--- config.mk ---
export PLATFORM = sky130hd
export DESIGN_NAME = spq_ctrl
export DESIGN_NICKNAME = d
export VERILOG_FILES = /design/src/rtl/core/spq_pkg.sv /design/src/rtl/core/spq_ctrl.sv
export SDC_FILE = /design/constraint.sdc
export NUM_CORES = 1
export LEC_CHECK = 0
export ABC_AREA = 1
export BUFFER_PORTS_ARGS = -buffer_cell sky130_fd_sc_hd__buf_2
export CORE_AREA = 2 2 39 41
export DETAILED_ROUTE_END_ITERATION = 8
export DIE_AREA = 0 0 41 43
export GPL_ROUTABILITY_DRIVEN = 1
export PLACE_DENSITY = 0.32
export RECOVER_POWER = 50
export SLEW_MARGIN = 20
export SYNTH_ARGS = -nofsm -noshare
export SYNTH_HDL_FRONTEND = slang
export SYNTH_SLANG_ARGS = --single-unit
--- constraint.sdc ---
create_clock -name clk_i -period 0.8 [get_ports clk_i]
set_input_delay 0 -clock clk_i [delete_from_list [all_inputs] [get_ports clk_i]]
set_output_delay 0 -clock clk_i [all_outputs]
set_load 0.02 [all_outputs]
--- src/rtl/core/spq_pkg.sv ---
// Shared types and codes for the three-class strict priority queue.
// Used by spq_ctrl, spq_dpath and strict_priority_three_class_queue; no dependencies.
package spq_pkg;

  localparam int unsigned NUM_CLASSES = 3;

  typedef enum logic {
    OP_ENQUEUE = 1'b0,
    OP_DEQUEUE = 1'b1
  } op_e;

  typedef enum logic [1:0] {
    CLASS_EMERGENCY = 2'd0,
    CLASS_PASSENGER = 2'd1,
    CLASS_CARGO     = 2'd2,
    CLASS_UNKNOWN   = 2'd3
  } class_e;

  typedef enum logic [2:0] {
    STATUS_QUEUED  = 3'd0,
    STATUS_FULL    = 3'd1,
    STATUS_UNKNOWN = 3'd2,
    STATUS_SERVED  = 3'd3,
    STATUS_EMPTY   = 3'd4
  } status_e;

  typedef enum logic [1:0] {
    STATE_IDLE,
    STATE_EXEC,
    STATE_RESULT
  } state_e;

  typedef struct packed {
    logic capture;
    logic execute;
    logic load_result;
  } cmd_t;

endpackage

--- src/rtl/core/spq_ctrl.sv ---
// Controller state machine of the priority queue: handshakes and datapath commands.
// Depends on spq_pkg.
module spq_ctrl (
  input  logic          clk_i,
  input  logic          rst_ni,
  input  logic          in_valid_i,
  output logic          in_ready_o,
  output logic          out_valid_o,
  input  logic          out_ready_i,
  output spq_pkg::cmd_t cmd_o
);

  spq_pkg::state_e state_q, state_d;
  logic            out_valid_q, out_valid_d;

  always_ff @(posedge clk_i or negedge rst_ni) begin
    if (!rst_ni) begin
      state_q     <= spq_pkg::STATE_IDLE;
      out_valid_q <= 1'b0;
    end else begin
      state_q     <= state_d;
      out_valid_q <= out_valid_d;
    end
  end

  always_comb begin
    state_d     = state_q;
    in_ready_o  = 1'b0;
    cmd_o       = '0;
    out_valid_d = out_valid_q && !out_ready_i;
    case (state_q)
      spq_pkg::STATE_IDLE: begin
        in_ready_o    = 1'b1;
        cmd_o.capture = in_valid_i;
        if (in_valid_i) begin
          state_d = spq_pkg::STATE_EXEC;
        end
      end
      spq_pkg::STATE_EXEC: begin
        cmd_o.execute = 1'b1;
        state_d       = spq_pkg::STATE_RESULT;
      end
      spq_pkg::STATE_RESULT: begin
        if (!out_valid_q || out_ready_i) begin
          cmd_o.load_result = 1'b1;
          out_valid_d       = 1'b1;
          state_d           = spq_pkg::STATE_IDLE;
        end
      end
      default: begin
        state_d = spq_pkg::STATE_IDLE;
      end
    endcase
  end

  assign out_valid_o = out_valid_q;

endmodule

==> results of run 1 <==
[where the power goes]
| group | total, mW | switching [mW] | leakage [nW] | internal [mW] |
|---|---|---|---|---|
| Combinational | 0.487 | 0.235 | 0.0992 | 0.252 |
| Clock | 0.287 | 0.0989 | 0.0150 | 0.188 |
| Sequential | 0.285 | 0.0750 | 0.0345 | 0.210 |
[logic make-up (layout without fill, tap and decap cells)]
kind of cell / Yosys count / after routing / synth area share
buffers and inverters: 4 / 21 / 0.105
AND/OR/NAND/NOR: 10 / 10 / 0.333
AO/OA/AOI/OAI: 1 / 1 / 0.0351
flip-flops: 3 / 3 / 0.526
[critical path, stage by stage (launching register included)]
cell and delay [ns]:
dfrtp_2 0.44, inv_2 0.07, nand2_2 0.05, nor2_2 0.12
buf_6 0.12
[final timing paths]
check                                  startpoint                      to  depth (start not counted)
hold reg to reg             out_valid_o$_DFF_PN0_   out_valid_o$_DFF_PN0_                          2
hold / removal                        out_ready_i  state_q[1]$_DFFE_PN0P_                          4
max in group asynchronous                  rst_ni   out_valid_o$_DFF_PN0_                          2
setup reg to reg           state_q[0]$_DFFE_PN0P_  state_q[0]$_DFFE_PN0P_                          2
min in group asynchronous                  rst_ni  state_q[1]$_DFFE_PN0P_                          2
setup / recovery           state_q[0]$_DFFE_PN0P_                cmd_o[0]                          4
[area by class of cell]
class	count	area (sq um)	share of cell area
inverters	4	15.0	0.0471
repair buffers	13	109	0.341
flip-flops and latches	3	78.8	0.247
clock buffers	4	26.3	0.0824
multi-input cells	11	70.1	0.220
well taps	16	20.0	0.0627
[flip-flops by register name, indices dropped and copies added (netlist names)]
register	flops
state_q	2
out_valid_o	1
[cell usage in the layout (no fill, tap or decap), types with 2 or more instances in the layout]
master / netlist / routed
clkbuf_1: 0 / 2
buf_4: 0 / 4
nor2_2: 1 / 2
clkbuf_4: 0 / 3
nor2_1: 4 / 2
dfrtp_2: 0 / 3
buf_2: 0 / 2
nand2_1: 3 / 2
inv_1: 3 / 3
dlygate4sd3_1: 0 / 2
buf_6: 0 / 4
[what timing repair did]
| item | in CTS | in global routing |
|---|---|---|
| endpoints found under the hold margin | 4 | 0 |
| pin swaps | 3 | 2 |
| setup buffers | 0 | 2 |
| resized for setup | 10 | 4 |
| setup endpoints to repair | 7 | 8 |
| hold buffers | 2 | 0 |
[layer usage]
metal  vias up  wire [microns]
met5         -               0
li1         91               -
met4         0               0
met2        12             177
met1        75             176
met3         0              78
[through the flow]
stage	setup TNS [ns]	worst slack, ns	cell area, sq um	utilization
4_1_cts	-0.931	-0.249	297	0.214
5_1_grt	-1.40	-0.292	319	0.231
3_3_place_gp	-0.0535	-0.0436	224	0.162
6_report	-1.07	-0.244	319	0.231
2_1_floorplan	0	0.00683	156	-
3_5_place_dp	-0.175	-0.0817	224	0.162
==> results_dict.tcl, run 1 <==
set metrics [dict create \
    postSynthCellCount 18 \
    hold_slack_ns 0.0240 \
    drcViolationCount 0 \
    dieArea_sq_um 1760 \
    fin_worst_skew_ns 0.000766 \
    hold_viol 0 \
    final_nets 40 \
    final_cells 51 \
    wire_per_inst_microns 8.47 \
    drive_gt1_frac 0.629 \
    avgSynthCellArea_sq_um 7.92 \
    yosysWarnings 0 \
    initial_core_util 0.103 \
    violations "negative setup slack" \
    wirelength_microns 432 \
    power.leakage_nw 0.149 \
    dieHeight_microns 43 \
    async_flop_share 1.00 \
    via_per_inst 3.49 \
    synth_common_cells "nor2_1, dfrtp_1, inv_1, nand2_1, nor3b_1" \
    final.min_clock_period_ns 1.04 \
    synth_edf_count 0 \
    portBuffers 8 \
    grtUsageMet1 0.0774 \
    critPathLaunchType "flip-flop" \
    power_mw 1.06 \
    clkTransAtPathRegs_ns 0.04 \
    htree_levels 1 \
    syn_to_final_growth_pct 124 \
    r2r_setup_slack_ns -0.06 \
    num_io_pins 9 \
    critPathMaxFanout 4 \
    num_vias 178 \
    rows 14 \
    dp.cells 43 \
    clk_latency_ns 0.24 \
    grt_pass1_wl_microns 710 \
    crit_path_end_kind "primary output" \
    status "finished with violations" \
    cts_max_path_buffers 2 \
    yosysUniqueCellTypes 8 \
    place.gp.congestion 0.631 \
    synth_top_area_frac 0.526 \
    die_x_microns 41 \
    use_met2 0.0750 \
    drv_cap 0 \
    dp_hpwl_microns 281 \
    numCtsBuffers 3 \
    finalCritPeriodShare 1.31 \
    hold_path_class "primary input to flip-flop" \
    critPathKind "flip-flop to primary output" \
    slew_headroom 0.882 \
    worst_slack_ns -0.244 \
    synthFlopType "dfrtp_1" \
    crit_required_ns 0.80 \
    tightest_slew_ns 0.177 \
    grt_pass1_vias 165 \
    top_usage_layer "met3" \
    clock-root-buffer "clkbuf_4" \
    n_fill_cell 153 \
    irDropWorstVdd_mv 1.36 \
    yosys-top-cells-area "dfrtp_1, nor2_1, nor3b_1, inv_1, nand2_1" \
    slew_viol_final 0 \
    yosysMostFrequentCell "nor2_1" \
    ant_nets 0 \
    grt_max_degree 7 \
    clock_sinks 3 \
    grt_use_met3 0.0942 \
    p_per_area_nw_per_um2 3320 \
    tritoncts "done" \
    timing.fmax_ghz 0.958 \
    drtPass1Iterations 2 \
    rsz0062_at_grt "true" \
    critical_path_arrival_ns 1.04 \
    syn_nets 22 \
    report.final.setup_viol 7 \
    antennaDiodeCount 0 \
    core_sq_um 1380 \
    antenna_found_initial 0 \
    grt_util_all_layers 0.0693 \
    synth_area_leader_cell "dfrtp_1" \
    ys_seq_area_frac 0.526 \
    drtIter0Drc 5 \
    syn_area_sq_um 143 \
    grt_overflow 0 \
    yosys_register_bits 3 \
]
(Power assumes the default switching activity.)
==> run 2, diff against run 1 <==
--- a/config.mk
+++ b/config.mk
@@ -11,7 +11,7 @@
 export DETAILED_ROUTE_END_ITERATION = 8
 export DIE_AREA = 0 0 41 43
 export GPL_ROUTABILITY_DRIVEN = 1
-export PLACE_DENSITY = 0.32
+export PLACE_DENSITY = 0.33
 export RECOVER_POWER = 50
 export SLEW_MARGIN = 20
 export SYNTH_ARGS = -nofsm -noshare
==> constraint.sdc (replaced) <==
create_clock -name clk_i -period 0.95 [get_ports clk_i]
set_input_delay 0 -clock clk_i [delete_from_list [all_inputs] [get_ports clk_i]]
set_output_delay 0 -clock clk_i [all_outputs]
set_load 0.02 [all_outputs]
==> results_dict.tcl, run 2 (synthesis results as in run 1) <==
set metrics [dict create \
    crit_family "flip-flops" \
    grt_overflow 0 \
    ant_nets 0 \
    critical_path_arrival_ns 1.02 \
    r2r_end "state_q[1]$_DFFE_PN0P_" \
    largest_register_ff_count 2 \
    status "finished with violations" \
    num_io_pins 9 \
    p_int_uw 463 \
    min-delay-start "out_ready_i" \
    fin_worst_skew_ns 0.00366 \
    wire_per_inst_microns 6.60 \
    whs_path_depth 4 \
    drive_gt1_frac 0.500 \
    cts_max_path_buffers 2 \
    final.min_clock_period_ns 1.02 \
    grt_use_met3 0.0471 \
    grt_pass1_wl_microns 496 \
    clk_latency_ns 0.23 \
    final_nets 37 \
    cp_slowest_cell "dfrtp_2" \
    crit_required_ns 0.95 \
    place.gp.congestion 0.572 \
    numCtsBuffers 3 \
    htree_levels 1 \
    grt_max_degree 7 \
    wirelength_microns 317 \
    drcViolationCount 0 \
    power.leakage_nw 0.132 \
    rsz0062_at_grt "true" \
    drtPass1Iterations 1 \
    combPwrFrac 0.409 \
    portBuffers 8 \
    antenna_found_initial 0 \
    worstPathCellList "inv_2, nand2_2, nor2_1, buf_4" \
    worst_slack_ns -0.0680 \
    critPathKind "flip-flop to primary output" \
    dieHeight_microns 43 \
    max_stage_delay_ns 0.43 \
    irDropWorstVdd_mv 0.669 \
    seqPwrFrac 0.299 \
    top_usage_layer "met1" \
    clock_power_share 0.292 \
    syn_to_final_growth_pct 90.4 \
    use_met2 0.0469 \
    grtUsageMet1 0.0550 \
    place_ws_ns 0.121 \
    antennaDiodeCount 0 \
    p_per_area_nw_per_um2 2750 \
    via_per_inst 3.06 \
    crit_path_end_kind "primary output" \
    grt_pass1_vias 132 \
    slew_viol_final 0 \
    cts_setup_buffers 0 \
    core_sq_um 1380 \
    hold_slack_ns 0.0341 \
    dp_hpwl_microns 260 \
    drtIter0Drc 0 \
    hold_viol 0 \
    path_buf_inv 2 \
    timing.fmax_ghz 0.982 \
    postLayoutCellArea_sq_um 272 \
    slew_headroom 0.894 \
    clkTransAtPathRegs_ns 0.04 \
    critPathMaxFanout 5 \
    swShare 0.381 \
    finalCritPeriodShare 1.07 \
    reg2reg_depth 4 \
    critPathLaunchType "flip-flop" \
    initial_core_util 0.103 \
    final_common_cell "nor2_1" \
    reg2reg_from "state_q[1]$_DFFE_PN0P_" \
    hold_path_class "primary input to flip-flop" \
    min_to "state_q[1]$_DFFE_PN0P_" \
    report.final.setup_viol 2 \
    dieArea_sq_um 1760 \
    most-common-layout-cells "nor2_1, inv_1, clkbuf_4, buf_2, buf_4" \
    die_x_microns 41 \
    clock_sinks 3 \
    num_vias 147 \
    tightest_slew_ns 0.157 \
    grt_util_all_layers 0.0473 \
    violations "negative setup slack" \
    rows 14 \
    top_register "state_q" \
    power_switching_uw 284 \
    tritoncts "done" \
    r2r_setup_slack_ns 0.18 \
    drv_cap 0 \
    clock-root-buffer "clkbuf_4" \
    placed_cell_area_sq_um 208 \
]
-- run 2: cell types whose count changed in the layout (fill, tap and decap cells not counted) --
cell | before | now
dfrtp_2 | 3 | 2
o21ai_1 | 1 | 0
dfrtp_1 | 0 | 1
o21ai_0 | 0 | 1
nor2_1 | 2 | 4
nor2_2 | 2 | 1
nor2_4 | 1 | 0
buf_6 | 4 | 1
buf_2 | 2 | 3
buf_4 | 4 | 3
-- run 2: final cells by class --
class                   instances  area, sq um
inverters                       4         15.0
repair buffers                 10         72.6
well taps                      16         20.0
fillers                       150         1110
flip-flops and latches          3         77.6
clock buffers                   4         26.3
multi-input cells              11         60.1
-- run 2: worst max path at each step --
stage / start / end / slack (ns) / cells after the start
2_1_floorplan: state_q[1]$_DFFE_PN0P_ / state_q[1]$_DFFE_PN0P_ / 0.09 / 3
3_3_place_gp: state_q[0]$_DFFE_PN0P_ / cmd_o[0] / 0.14 / 4
3_5_place_dp: state_q[0]$_DFFE_PN0P_ / cmd_o[0] / 0.12 / 4
4_1_cts: state_q[0]$_DFFE_PN0P_ / cmd_o[0] / -0.1 / 4
5_1_grt: state_q[0]$_DFFE_PN0P_ / cmd_o[0] / -0.12 / 4
6_report: state_q[0]$_DFFE_PN0P_ / cmd_o[0] / -0.07 / 4
-- run 2: tightest hold or removal path, stage by stage --
cell and delay [ns]:
buf_2 0.08, nor2_1 0.05, nand2_1 0.05, nand2_1 0.05
-- run 2: routing by layer --
layer | up-vias | wire, microns
met5 | - | 0
li1 | 83 | -
met3 | 0 | 32
met4 | 0 | 0
met1 | 59 | 145
met2 | 5 | 139
-- run 2: timing repair --
item	CTS	global route
pin swaps	2	2
setup endpoints to repair	4	4
gates cloned	0	0
resized for setup	6	2
hold endpoints to repair	4	0
hold buffers	2	0
-- run 2: through the flow --
| stage | util | instances | power (mW) | setup TNS [ns] |
|---|---|---|---|---|
| after floorplan | - | 18 | 0.387 | 0 |
| after global placement | 0.150 | 42 | 0.477 | 0 |
| after detailed placement | 0.150 | 42 | 0.481 | 0 |
| after CTS | 0.193 | 48 | 0.753 | -0.201 |
| after global routing | 0.196 | 48 | 0.824 | -0.365 |
| final | 0.196 | 48 | 0.747 | -0.129 |
-- run 2: power by group through the flow --
| stage | registers (mW) | logic [mW] | clock network, mW |
|---|---|---|---|
| 2_1_floorplan | 0.234 | 0.153 | 0 |
| 3_3_place_gp | 0.215 | 0.262 | 0 |
| 3_5_place_dp | 0.217 | 0.264 | 0 |
| 4_1_cts | 0.221 | 0.304 | 0.229 |
| 5_1_grt | 0.235 | 0.339 | 0.250 |
| 6_report | 0.223 | 0.305 | 0.218 |
==> run 3, diff against run 2 <==
--- a/config.mk
+++ b/config.mk
@@ -5,13 +5,12 @@
 export SDC_FILE = /design/constraint.sdc
 export NUM_CORES = 1
 export LEC_CHECK = 0
-export ABC_AREA = 1
 export BUFFER_PORTS_ARGS = -buffer_cell sky130_fd_sc_hd__buf_2
 export CORE_AREA = 2 2 39 41
 export DETAILED_ROUTE_END_ITERATION = 8
 export DIE_AREA = 0 0 41 43
 export GPL_ROUTABILITY_DRIVEN = 1
-export PLACE_DENSITY = 0.33
+export PLACE_DENSITY = 0.32
 export RECOVER_POWER = 50
 export SLEW_MARGIN = 20
 export SYNTH_ARGS = -nofsm -noshare
==> results_dict.tcl, run 3 <==
set metrics [dict create \
    status "finished with violations" \
    violations "negative setup slack" \
    r2r_end "state_q[1]$_DFFE_PN0P_" \
    ant_nets 0 \
    ys_seq_area_frac 0.566 \
    yosysWarnings 0 \
    clock_sinks 3 \
    critPathLaunchType "flip-flop" \
    hold_slack_ns 0.0751 \
    worst_slack_ns -0.0831 \
    power.leakage_nw 0.135 \
    grt_use_met3 0.0628 \
    grt_pass1_wl_microns 586 \
    die_x_microns 41 \
    placed_cell_area_sq_um 193 \
    setup.worst_path.end "cmd_o[2]" \
    fin_worst_skew_ns 0.00294 \
    slew_headroom 0.884 \
    avgSynthCellArea_sq_um 11.1 \
    p_int_uw 507 \
    grt_util_all_layers 0.0553 \
    synthFlopType "dfrtp_1" \
    async_flop_share 1.00 \
    grt_overflow 0 \
    combPwrFrac 0.443 \
    syn_area_sq_um 133 \
    drv_cap 0 \
    reg2reg_from "state_q[0]$_DFFE_PN0P_" \
    utilization 0.202 \
    yosys_register_bits 3 \
    reg2reg_depth 2 \
    report.final.setup_viol 3 \
    drtIter0Drc 1 \
    crit_path_end_kind "primary output" \
    tns_ns -0.164 \
    seqPwrFrac 0.278 \
    drcViolationCount 0 \
    cts_setup_buffers 0 \
    tritoncts "done" \
    crit_required_ns 0.95 \
    critPathKind "flip-flop to primary output" \
    largest_register_ff_count 2 \
    rsz0062_at_grt "true" \
    r2r_setup_slack_ns 0.11 \
    rows 14 \
    crit_start "state_q[1]$_DFFE_PN0P_" \
    drive_gt1_frac 0.615 \
    most-common-layout-cells "clkbuf_4, buf_2" \
    core_sq_um 1380 \
    wirelength_microns 311 \
    top_register "state_q" \
    num_vias 143 \
    n_fill_cell 160 \
    clock-root-buffer "clkbuf_4" \
    use_met2 0.0688 \
    final.min_clock_period_ns 1.03 \
    grtUsageMet1 0.0485 \
    syn_to_final_growth_pct 110 \
    antenna_found_initial 0 \
    clkTransAtPathRegs_ns 0.04 \
    via_per_inst 3.40 \
    numCtsBuffers 3 \
    portBuffers 8 \
    tightest_slew_ns 0.174 \
    power_switching_uw 278 \
    finalCritPeriodShare 1.09 \
    antennaDiodeCount 0 \
    place.gp.congestion 0.611 \
    p_per_area_nw_per_um2 2820 \
    clk_latency_ns 0.23 \
    place_ws_ns 0.137 \
    critical_path_arrival_ns 1.03 \
    postLayoutCellArea_sq_um 279 \
    yosys-top-cells-area "dfrtp_1, and2_1, nand2b_1, nor2b_2, o21bai_1" \
    final_nets 31 \
    dieArea_sq_um 1760 \
    irDropWorstVdd_mv 0.811 \
    hold_viol 0 \
    dieHeight_microns 43 \
    syn_nets 16 \
    yosysUniqueCellTypes 8 \
    clock_power_share 0.279 \
    num_io_pins 9 \
    synth_top_area_frac 0.566 \
    htree_levels 1 \
    slew_viol_final 0 \
    synth_common_cells "dfrtp_1, and2_1, nand2b_1" \
    synth_edf_count 0 \
    grt_pass1_vias 155 \
    timing.fmax_ghz 0.968 \
    grt_max_degree 4 \
    hold_path_class "primary input to flip-flop" \
    initial_core_util 0.0958 \
    drtPass1Iterations 2 \
    top_usage_layer "met2" \
    yosysMostFrequentCell "dfrtp_1" \
    cts_max_path_buffers 2 \
    critPathMaxFanout 3 \
    swShare 0.354 \
    synth_area_leader_cell "dfrtp_1" \
    wire_per_inst_microns 7.40 \
    postSynthCellCount 12 \
]
[run 3: metal layers]
metal | wire length, microns | part of all wire | vias up
li1 | - | - | 66
met1 | 125 | 0.40 | 69
met2 | 139 | 0.45 | 8
met3 | 46 | 0.15 | 0
met4 | 0 | 0 | 0
met5 | 0 | 0 | -
[run 3: final cells by class]
class / count / area (sq um) / area share
flip-flops and latches: 3 / 76.3 / 0.274
well taps: 16 / 20.0 / 0.0717
repair buffers: 10 / 76.3 / 0.274
clock buffers: 4 / 26.3 / 0.0942
multi-input cells: 9 / 80.1 / 0.287
[run 3: worst min path at each step]
stage,startpoint,endpoint,slack (ns),depth (start not counted)
4_1_cts,out_ready_i,out_valid_o$_DFF_PN0_,0.07,3
3_3_place_gp,rst_ni,out_valid_o$_DFF_PN0_,-0.20,1
5_1_grt,out_ready_i,out_valid_o$_DFF_PN0_,0.09,3
3_5_place_dp,rst_ni,out_valid_o$_DFF_PN0_,-0.20,1
6_report,out_ready_i,out_valid_o$_DFF_PN0_,0.08,3
2_1_floorplan,rst_ni,out_valid_o$_DFF_PN0_,-0.30,0
[run 3: critical path, stage by stage (launching register included)]
cell	delay [ns]
dfrtp_2	0.44
nor2_4	0.11
and2_4	0.15
buf_6	0.10
[run 3: kinds of logic (layout without fill, tap and decap cells)]
family / count (synthesis) / count (layout) / share of synthesized area
flops: 3 / 3 / 0.566
simple gates: 8 / 8 / 0.377
compound gates: 1 / 1 / 0.0566
buf+inv: 0 / 14 / 0
[run 3: repair_timing]
| item | CTS | global route |
|---|---|---|
| cloned | 0 | 0 |
| resized for setup | 4 | 8 |
| hold buffers | 2 | 0 |
| pin swaps | 0 | 0 |
| endpoints found under the setup margin | 3 | 4 |
| endpoints found under the hold margin | 4 | 0 |
[run 3: power groups by stage]
stage	Clock, mW	Sequential, mW	Combinational, mW
2_1_floorplan	0	0.220	0.147
3_3_place_gp	0	0.199	0.252
3_5_place_dp	0	0.203	0.254
4_1_cts	0.233	0.201	0.292
5_1_grt	0.241	0.228	0.376
6_report	0.219	0.219	0.348
[run 3: per-stage QoR]
step	total power [mW]	cells
detailed placement	0.456	36
global placement	0.451	36
global route	0.845	42
floorplan	0.367	12
CTS	0.726	42
finish	0.786	42
